[config.mk]
export PLATFORM = sky130hd
export DESIGN_NAME = sha256_block_hasher
export DESIGN_NICKNAME = d
export VERILOG_FILES = /design/src/rtl/core/sbh_pkg.sv /design/src/rtl/core/sha256_block_hasher.sv /design/src/rtl/core/sbh_ctrl.sv /design/src/rtl/core/sbh_datapath.sv
export SDC_FILE = /design/constraint.sdc
export NUM_CORES = 2
export LEC_CHECK = 0
export BUFFER_PORTS_ARGS = -buffer_cell sky130_fd_sc_hd__buf_2
export CAP_MARGIN = 25
export CORE_ASPECT_RATIO = 0.75
export CORE_MARGIN = 1
export CORE_UTILIZATION = 45
export DETAILED_ROUTE_END_ITERATION = 6
export PLACE_DENSITY_LB_ADDON = 0.05
export REMOVE_ABC_BUFFERS = 1
export SYNTH_ARGS = -nofsm -noshare
export SYNTH_HDL_FRONTEND = slang
export SYNTH_SLANG_ARGS = --single-unit
[constraint.sdc]
create_clock -name clk -period 37.6 [get_ports clk]
set_clock_uncertainty 0.15 [all_clocks]
set_input_delay 3.76 -clock clk [delete_from_list [all_inputs] [get_ports clk]]
set_output_delay 3.76 -clock clk [all_outputs]
set_load 0.01 [all_outputs]
[src/rtl/core/sbh_pkg.sv]
// Shared types, constants and round functions for the SHA-256 block hasher.
// Depends on nothing; imported by the controller, the datapath and the top level.
package sbh_pkg;

  typedef struct packed {
    logic [31:0] message_word;
    logic        start_message;
    logic        end_message;
  } sbh_in_t;

  typedef struct packed {
    logic [31:0] digest_word;
    logic        digest_last;
  } sbh_out_t;

  typedef struct packed {
    logic       load_word;
    logic       reload_iv;
    logic       init_vars;
    logic       round;
    logic [5:0] round_idx;
    logic       update;
    logic       load_digest;
    logic       shift_digest;
  } sbh_cmd_t;

  localparam logic [31:0] IV_TABLE [8] = '{
    32'h6a09e667, 32'hbb67ae85, 32'h3c6ef372, 32'ha54ff53a,
    32'h510e527f, 32'h9b05688c, 32'h1f83d9ab, 32'h5be0cd19
  };

  localparam logic [31:0] K_TABLE [64] = '{
    32'h428a2f98, 32'h71374491, 32'hb5c0fbcf, 32'he9b5dba5,
    32'h3956c25b, 32'h59f111f1, 32'h923f82a4, 32'hab1c5ed5,
    32'hd807aa98, 32'h12835b01, 32'h243185be, 32'h550c7dc3,
    32'h72be5d74, 32'h80deb1fe, 32'h9bdc06a7, 32'hc19bf174,
    32'he49b69c1, 32'hefbe4786, 32'h0fc19dc6, 32'h240ca1cc,
    32'h2de92c6f, 32'h4a7484aa, 32'h5cb0a9dc, 32'h76f988da,
    32'h983e5152, 32'ha831c66d, 32'hb00327c8, 32'hbf597fc7,
    32'hc6e00bf3, 32'hd5a79147, 32'h06ca6351, 32'h14292967,
    32'h27b70a85, 32'h2e1b2138, 32'h4d2c6dfc, 32'h53380d13,
    32'h650a7354, 32'h766a0abb, 32'h81c2c92e, 32'h92722c85,
    32'ha2bfe8a1, 32'ha81a664b, 32'hc24b8b70, 32'hc76c51a3,
    32'hd192e819, 32'hd6990624, 32'hf40e3585, 32'h106aa070,
    32'h19a4c116, 32'h1e376c08, 32'h2748774c, 32'h34b0bcb5,
    32'h391c0cb3, 32'h4ed8aa4a, 32'h5b9cca4f, 32'h682e6ff3,
    32'h748f82ee, 32'h78a5636f, 32'h84c87814, 32'h8cc70208,
    32'h90befffa, 32'ha4506ceb, 32'hbef9a3f7, 32'hc67178f2
  };

  function automatic logic [31:0] big_sigma0(input logic [31:0] x);
    return {x[1:0], x[31:2]} ^ {x[12:0], x[31:13]} ^ {x[21:0], x[31:22]};
  endfunction

  function automatic logic [31:0] big_sigma1(input logic [31:0] x);
    return {x[5:0], x[31:6]} ^ {x[10:0], x[31:11]} ^ {x[24:0], x[31:25]};
  endfunction

  function automatic logic [31:0] small_sigma0(input logic [31:0] x);
    return {x[6:0], x[31:7]} ^ {x[17:0], x[31:18]} ^ {3'b000, x[31:3]};
  endfunction

  function automatic logic [31:0] small_sigma1(input logic [31:0] x);
    return {x[16:0], x[31:17]} ^ {x[18:0], x[31:19]} ^ {10'b0, x[31:10]};
  endfunction

endpackage

[src/rtl/core/sha256_block_hasher.sv]
// SHA-256 block hasher: a padded message goes in as 32-bit big-endian words and
// leaves as eight digest words, H0 first, after the block that carries end_message.
// Each block of 16 words is taken at one word per cycle, then the single round unit
// runs the 64 rounds at one round per cycle, then adds the result into the chaining
// words. No word is taken during the rounds. The digest drains from its own buffer,
// so the next message loads while it waits; a final block whose digest is ready holds
// its chain update until the previous digest has fully left.
// Depends on sbh_pkg, sbh_ctrl and sbh_datapath.
module sha256_block_hasher (
  input  logic              clk,
  input  logic              rst_n,
  input  logic              in_valid,
  output logic              in_ready,
  input  sbh_pkg::sbh_in_t  in_data,
  output logic              out_valid,
  input  logic              out_ready,
  output sbh_pkg::sbh_out_t out_data
);
  import sbh_pkg::*;

  sbh_cmd_t    cmd;
  logic        digest_last;
  logic [31:0] digest_word;

  sbh_ctrl u_ctrl (
    .clk         (clk),
    .rst_n       (rst_n),
    .in_valid    (in_valid),
    .in_data     (in_data),
    .in_ready    (in_ready),
    .out_valid   (out_valid),
    .out_ready   (out_ready),
    .digest_last (digest_last),
    .cmd         (cmd)
  );

  sbh_datapath u_datapath (
    .clk      (clk),
    .rst_n    (rst_n),
    .cmd      (cmd),
    .in_word  (in_data.message_word),
    .out_word (digest_word)
  );

  always_comb begin
    out_data.digest_word = digest_word;
    out_data.digest_last = digest_last;
  end

endmodule

[src/rtl/core/sbh_ctrl.sv]
// Controller of the SHA-256 block hasher: word counting, round sequencing, digest handshake.
// Depends on sbh_pkg; drives sbh_datapath through sbh_cmd_t.
module sbh_ctrl (
  input  logic             clk,
  input  logic             rst_n,
  input  logic             in_valid,
  input  sbh_pkg::sbh_in_t in_data,
  output logic             in_ready,
  output logic             out_valid,
  input  logic             out_ready,
  output logic             digest_last,
  output sbh_pkg::sbh_cmd_t cmd
);
  import sbh_pkg::*;

  localparam logic [1:0] ST_LOAD   = 2'd0;
  localparam logic [1:0] ST_ROUND  = 2'd1;
  localparam logic [1:0] ST_UPDATE = 2'd2;

  localparam logic [3:0] LAST_POS   = 4'd15;
  localparam logic [5:0] LAST_ROUND = 6'd63;
  localparam logic [2:0] LAST_OUT   = 3'd7;

  logic [1:0] state_r, state_nxt;
  logic [3:0] pos_r, pos_nxt;
  logic [5:0] round_r, round_nxt;
  logic       end_r, end_nxt;
  logic       out_valid_r, out_valid_nxt;
  logic [2:0] out_cnt_r, out_cnt_nxt;

  logic       in_acc;
  logic [3:0] eff_pos;
  logic       update_go;
  logic       out_acc;

  assign in_ready    = (state_r == ST_LOAD);
  assign in_acc      = in_valid & in_ready;
  assign eff_pos     = in_data.start_message ? 4'd0 : pos_r;
  assign update_go   = (state_r == ST_UPDATE) & ~(end_r & out_valid_r);
  assign out_acc     = out_valid_r & out_ready;
  assign out_valid   = out_valid_r;
  assign digest_last = (out_cnt_r == LAST_OUT);

  always_comb begin
    cmd.load_word    = in_acc;
    cmd.reload_iv    = in_acc & in_data.start_message;
    cmd.init_vars    = in_acc & (eff_pos == LAST_POS);
    cmd.round        = (state_r == ST_ROUND);
    cmd.round_idx    = round_r;
    cmd.update       = update_go;
    cmd.load_digest  = update_go & end_r;
    cmd.shift_digest = out_acc;
  end

  always_comb begin
    state_nxt = state_r;
    pos_nxt   = pos_r;
    round_nxt = round_r;
    end_nxt   = end_r;
    unique case (state_r)
      ST_LOAD: begin
        if (in_acc) begin
          pos_nxt = eff_pos + 4'd1;
          if (eff_pos == LAST_POS) begin
            state_nxt = ST_ROUND;
            round_nxt = '0;
            end_nxt   = in_data.end_message;
          end
        end
      end
      ST_ROUND: begin
        round_nxt = round_r + 6'd1;
        if (round_r == LAST_ROUND) begin
          state_nxt = ST_UPDATE;
        end
      end
      ST_UPDATE: begin
        if (update_go) begin
          state_nxt = ST_LOAD;
        end
      end
      default: begin
        state_nxt = ST_LOAD;
      end
    endcase
  end

  always_comb begin
    out_valid_nxt = out_valid_r;
    out_cnt_nxt   = out_cnt_r;
    priority if (cmd.load_digest) begin
      out_valid_nxt = 1'b1;
      out_cnt_nxt   = '0;
    end else if (out_acc) begin
      out_cnt_nxt = out_cnt_r + 3'd1;
      if (out_cnt_r == LAST_OUT) begin
        out_valid_nxt = 1'b0;
      end
    end
  end

  always_ff @(posedge clk) begin
    if (!rst_n) begin
      state_r     <= ST_LOAD;
      pos_r       <= '0;
      round_r     <= '0;
      end_r       <= 1'b0;
      out_valid_r <= 1'b0;
      out_cnt_r   <= '0;
    end else begin
      state_r     <= state_nxt;
      pos_r       <= pos_nxt;
      round_r     <= round_nxt;
      end_r       <= end_nxt;
      out_valid_r <= out_valid_nxt;
      out_cnt_r   <= out_cnt_nxt;
    end
  end

  a_block_starts_rounds: assert property (@(posedge clk) disable iff (!rst_n)
    cmd.init_vars |=> (state_r == ST_ROUND) && (round_r == 6'd0))
    else $error("completed block did not start the round sequence");

  a_update_after_last_round: assert property (@(posedge clk) disable iff (!rst_n)
    (state_r == ST_UPDATE) && ($past(state_r) == ST_ROUND) |-> ($past(round_r) == LAST_ROUND))
    else $error("chain update entered before the last round");

  a_digest_load_when_free: assert property (@(posedge clk) disable iff (!rst_n)
    cmd.load_digest |-> !out_valid_r)
    else $error("digest buffer reloaded while words still pending");

  a_digest_ends_on_last: assert property (@(posedge clk) disable iff (!rst_n)
    $fell(out_valid_r) |-> $past(out_acc && (out_cnt_r == LAST_OUT)))
    else $error("digest stream ended before its eighth word");

endmodule

[src/rtl/core/sbh_datapath.sv]
// Datapath of the SHA-256 block hasher: schedule shift line, round logic, chain and digest words.
// Depends on sbh_pkg; steered by sbh_ctrl through sbh_cmd_t.
module sbh_datapath (
  input  logic              clk,
  input  logic              rst_n,
  input  sbh_pkg::sbh_cmd_t cmd,
  input  logic [31:0]       in_word,
  output logic [31:0]       out_word
);
  import sbh_pkg::*;

  logic [31:0] w_r     [16];
  logic [31:0] v_r     [8];
  logic [31:0] chain_r [8];
  logic [31:0] dig_r   [8];

  logic [31:0] w_new;
  logic [31:0] ch;
  logic [31:0] maj;
  logic [31:0] t1;
  logic [31:0] t2;
  logic [31:0] chain_sum [8];

  // W[t+16] from the window W[t]..W[t+15] held in w_r
  assign w_new = w_r[0] + small_sigma0(w_r[1]) + w_r[9] + small_sigma1(w_r[14]);

  assign ch  = (v_r[4] & v_r[5]) ^ (~v_r[4] & v_r[6]);
  assign maj = (v_r[0] & v_r[1]) ^ (v_r[0] & v_r[2]) ^ (v_r[1] & v_r[2]);
  assign t1  = v_r[7] + big_sigma1(v_r[4]) + ch + K_TABLE[cmd.round_idx] + w_r[0];
  assign t2  = big_sigma0(v_r[0]) + maj;

  always_comb begin
    for (int i = 0; i < 8; i++) begin
      chain_sum[i] = chain_r[i] + v_r[i];
    end
  end

  always_ff @(posedge clk) begin
    if (cmd.load_word || cmd.round) begin
      for (int i = 0; i < 15; i++) begin
        w_r[i] <= w_r[i+1];
      end
      w_r[15] <= cmd.load_word ? in_word : w_new;
    end
  end

  always_ff @(posedge clk) begin
    if (cmd.init_vars) begin
      for (int i = 0; i < 8; i++) begin
        v_r[i] <= chain_r[i];
      end
    end else if (cmd.round) begin
      v_r[7] <= v_r[6];
      v_r[6] <= v_r[5];
      v_r[5] <= v_r[4];
      v_r[4] <= v_r[3] + t1;
      v_r[3] <= v_r[2];
      v_r[2] <= v_r[1];
      v_r[1] <= v_r[0];
      v_r[0] <= t1 + t2;
    end
  end

  always_ff @(posedge clk) begin
    if (!rst_n || cmd.reload_iv) begin
      for (int i = 0; i < 8; i++) begin
        chain_r[i] <= IV_TABLE[i];
      end
    end else if (cmd.update) begin
      for (int i = 0; i < 8; i++) begin
        chain_r[i] <= chain_sum[i];
      end
    end
  end

  always_ff @(posedge clk) begin
    if (cmd.load_digest) begin
      for (int i = 0; i < 8; i++) begin
        dig_r[i] <= chain_sum[i];
      end
    end else if (cmd.shift_digest) begin
      for (int i = 0; i < 7; i++) begin
        dig_r[i] <= dig_r[i+1];
      end
      dig_r[7] <= dig_r[7];
    end
  end

  assign out_word = dig_r[0];

endmodule
==> flow_summary.rst <==
.. list-table::
   :header-rows: 1

   * - Metric
     - Value
   * - Clock root buffer
     - sky130_fd_sc_hd__clkbuf_16
   * - Core area
     - approximately 0.16 mm²
   * - TritonCTS buffer count
     - 140
   * - Most frequent cell on the critical path
     - sky130_fd_sc_hd__a21oi_1
   * - Top library cells by usage in the layout, fill and taps aside
     - 1280 x sky130_fd_sc_hd__edfxtp_1, 1216 x sky130_fd_sc_hd__nand2_1, 528 x sky130_fd_sc_hd__o21ai_0, 393 x sky130_fd_sc_hd__ha_1, 372 x sky130_fd_sc_hd__xnor2_1
   * - Relative slew slack
     - 0.223
   * - Average detailed-routed wire length per instance
     - 25.7 µm
   * - Placed instance area
     - 0.0764 mm²
   * - Number of buffer cells added on primary ports
     - 72
   * - First-pass GRT wire length
     - approximately 340 mm
   * - Post-route cell area
     - 0.0813 mm²
   * - F_max
     - a little under 90 MHz
   * - Total negative slack
     - 0 ps
   * - Async set or reset register ratio after synthesis
     - 0
   * - Violation count after the first detailed-routing iteration
     - 5473
   * - Vias per std cell
     - 5.73
   * - Xor/xnor cell area share of the yosys netlist
     - 0.0715
   * - Utilization after layout
     - 0.499
   * - Post-Synth Simple-Gate Area
     - 0.119
   * - Largest net degree at the start of global routing
     - about 190
   * - Areal power density over the cells
     - ~54 mW/mm²
   * - Category of cells accounting for the largest share of critical-path delay
     - compound AO/OA/AOI/OAI gates
   * - Number of storage elements in the synthesis netlist
     - 1297
   * - Synth Cell Area
     - 0.0739 mm²
   * - Final-report setup violation count
     - 0
   * - Critical setup path kind
     - register to register
   * - Worst setup EP type
     - register
   * - Mean Syn Cell Area
     - 11.0 µm²
   * - Drc violations
     - 0
   * - Die Span X
     - 470 µm
   * - Max-Cap Viols
     - 0
   * - Hold-fix buffers at CTS
     - 0
   * - Adder-cell share of the synthesized area
     - 0.120
   * - Cell count after synthesis
     - between 6000 and 7000
   * - Global routing usage summed across all routing layers
     - 0.275
   * - Main combinational cell family by area after synthesis
     - compound AO/OA/AOI/OAI gates
   * - Later-pin clock latency in the skew report
     - between 800 and 900 ps
   * - 1st-pass router iterations
     - 6
   * - Unrepaired setup endpoints after global routing
     - no
   * - Final hold violations
     - 0
   * - Number of global-route vias before repair
     - 49100
   * - Arrival @ worst endpoint
     - 11690 ps
   * - Post-detail-place hpwl
     - 167 mm
   * - Count of final max-slew check failures
     - 0
   * - Tightest Hold Check Type
     - register to register
   * - Cts repair resizes
     - 0
   * - Mux contribution to synthesized area
     - 0.00849
   * - Synth Warn #
     - 0
   * - Height of the chip
     - 353 µm
   * - Crit path time final
     - between 10000 and 15000 ps
   * - Die Footprint
     - 0.166 mm²
   * - Number of buffers on the longest clock path
     - 3
   * - Buffers inserted by post-CTS timing repair
     - 0
   * - Clock tree from TritonCTS
     - yes
   * - Slowest CP cell
     - sky130_fd_sc_hd__dfxtp_1
   * - Outcome
     - completed
   * - Final net count
     - approximately 7300
   * - Wire length reported by the detailed router
     - roughly 230 mm
   * - Total number of clock tree sinks
     - 1297
   * - CTS H-tree depth
     - 4
   * - Slew at the pin closest to its max-slew limit
     - 1170 ps
   * - Routability congestion estimate
     - 0.930
   * - Leftover overflow at the end of global routing
     - 0
   * - Fraction of layout instances using a drive strength above 1
     - 0.0640
   * - Required @ worst endpoint
     - 38090 ps
   * - Most frequent standard cell in the layout excluding fill and tap cells
     - sky130_fd_sc_hd__edfxtp_1
   * - Clock slew seen by the registers of the worst setup and hold paths
     - roughly 60 ps
   * - Post-synthesis compound-gate area fraction
     - 0.124
   * - Core Rows
     - ~130
   * - Antenna violations before repair
     - 7
   * - Count of unique library cells instantiated by Yosys
     - 89
   * - Leakage power total
     - 30.7 nW
   * - Number of primary I/O pins
     - 73
   * - Critical-path maximum fanout
     - 19
   * - Sequential fraction of the synthesis area
     - 0.524
   * - Total via count in the routed design
     - 51200
   * - Post-synthesis to final-layout area growth
     - 9.88%
   * - Max rail drop VDD
     - 56.8 µV
   * - Synth Flop Type
     - sky130_fd_sc_hd__edfxtp_1
   * - Maximum single-stage delay on the critical path
     - 810 ps
   * - Initial standard-cell utilization of the core
     - 0.454
   * - Buffers and inverters on the worst path
     - 5
   * - Period utilisation layout
     - 0.298
   * - Count of flip-flops with a built-in enable after synthesis
     - 1280
   * - Number of nets with antenna violations after routing
     - 0
   * - Launching element type of the critical path
     - register
metrics by stage:
step | worst slack [ps] | power [mW] | hold slack [ps] | cells
final | 26400 | 4.35 | 248 | 8931
after global routing | 26000 | 4.56 | 253 | 8929
after CTS | 26610 | 4.36 | 245 | 8925
after detailed placement | 26660 | 2.90 | 255 | 8677
after global placement | 26680 | 2.90 | 250 | 8677
after floorplan | 11240 | 2.60 | 250 | 6393
Yosys cell counts, drive strengths merged, types with 15 or more instances:
cell / n / area, µm²
and3: 36 / 226
a21o: 211 / 1590
ha: 393 / 4920
nand3: 92 / 460
nand2: 1221 / 4580
o31ai: 35 / 263
or3: 31 / 194
o21ai: 532 / 2660
and2: 39 / 244
mux2: 32 / 360
dfxtp: 17 / 340
a211oi: 28 / 223
or2: 15 / 93.8
a21oi: 342 / 1710
a31oi: 46 / 303
buf: 59 / 345
a21boi: 16 / 120
nor2b: 47 / 302
xor2: 229 / 2010
nor2: 337 / 1260
clkbuf: 244 / 917
nand4: 27 / 169
o21bai: 50 / 375
o211ai: 30 / 225
o21a: 49 / 375
inv: 318 / 1190
fa: 195 / 3900
edfxtp: 1280 / 38400
nand2b: 81 / 507
xnor2: 372 / 3260
nor3: 75 / 375
power by group:
group	switching, mW	internal, mW
Clock	0.625	0.823
Combinational	0.671	0.457
Sequential	0.0700	1.70
metal layers:
| layer | vias up | share of wire | GRT usage |
|---|---|---|---|
| met2 | 1875 | 0.39 | 0.364 |
| met4 | 2 | 0.025 | 0.0697 |
| met1 | 25300 | 0.51 | 0.452 |
| met3 | 251 | 0.076 | 0.0481 |
| li1 | 23700 | - | - |
| met5 | - | 0.000057 | 0 |
registers in the layout, indices dropped and copies added, names as in the netlist:
name / flops
u_ctrl.end_r: 1
u_datapath.v_r: 256
u_datapath.dig_r: 256
u_datapath.w_r: 512
u_ctrl.round_r: 6
u_ctrl.pos_r: 4
u_datapath.chain_r: 256
u_ctrl.out_cnt_r: 3
u_ctrl.state_r: 2
u_ctrl.out_valid: 1
kinds of logic (layout without fill, tap and decap cells):
kind of cell,after synthesis,after routing
and+or+nand+nor,2046,2046
AOI/OAI and AO/OA,1485,1485
other,0,3
buffers and inverters,623,710
adders and majority gates,593,593
muxes,50,50
xor gates and xnor gates,602,602
DFF,1297,1297
cell type report:
| type | instances | area [µm²] |
|---|---|---|
| Inverter | 320 | 1200 |
| Timing Repair Buffer | 142 | 996 |
| Antenna cell | 3 | 7.51 |
| Clock buffer | 165 | 3600 |
| Clock inverter | 83 | 1200 |
| Fill cell | 14600 | 81500 |
| Tap cell | 2145 | 2680 |
| Multi-Input combinational cell | 4776 | 32800 |
| Sequential cell | 1297 | 38800 |
path summary, 6_finish.rpt:
check	from	end	slack [ps]	cells past startpoint
hold / removal	u_datapath.w_r[0][190]	u_datapath.w_r[0][158]	250	0
hold reg to reg	u_datapath.w_r[0][190]	u_datapath.w_r[0][158]	250	0
setup / recovery	u_ctrl.round_r[0]	u_datapath.v_r[0][31]	26400	36
setup reg to reg	u_ctrl.round_r[0]	u_datapath.v_r[0][31]	26400	36
Note: power is estimated with default switching activity, not from simulation.
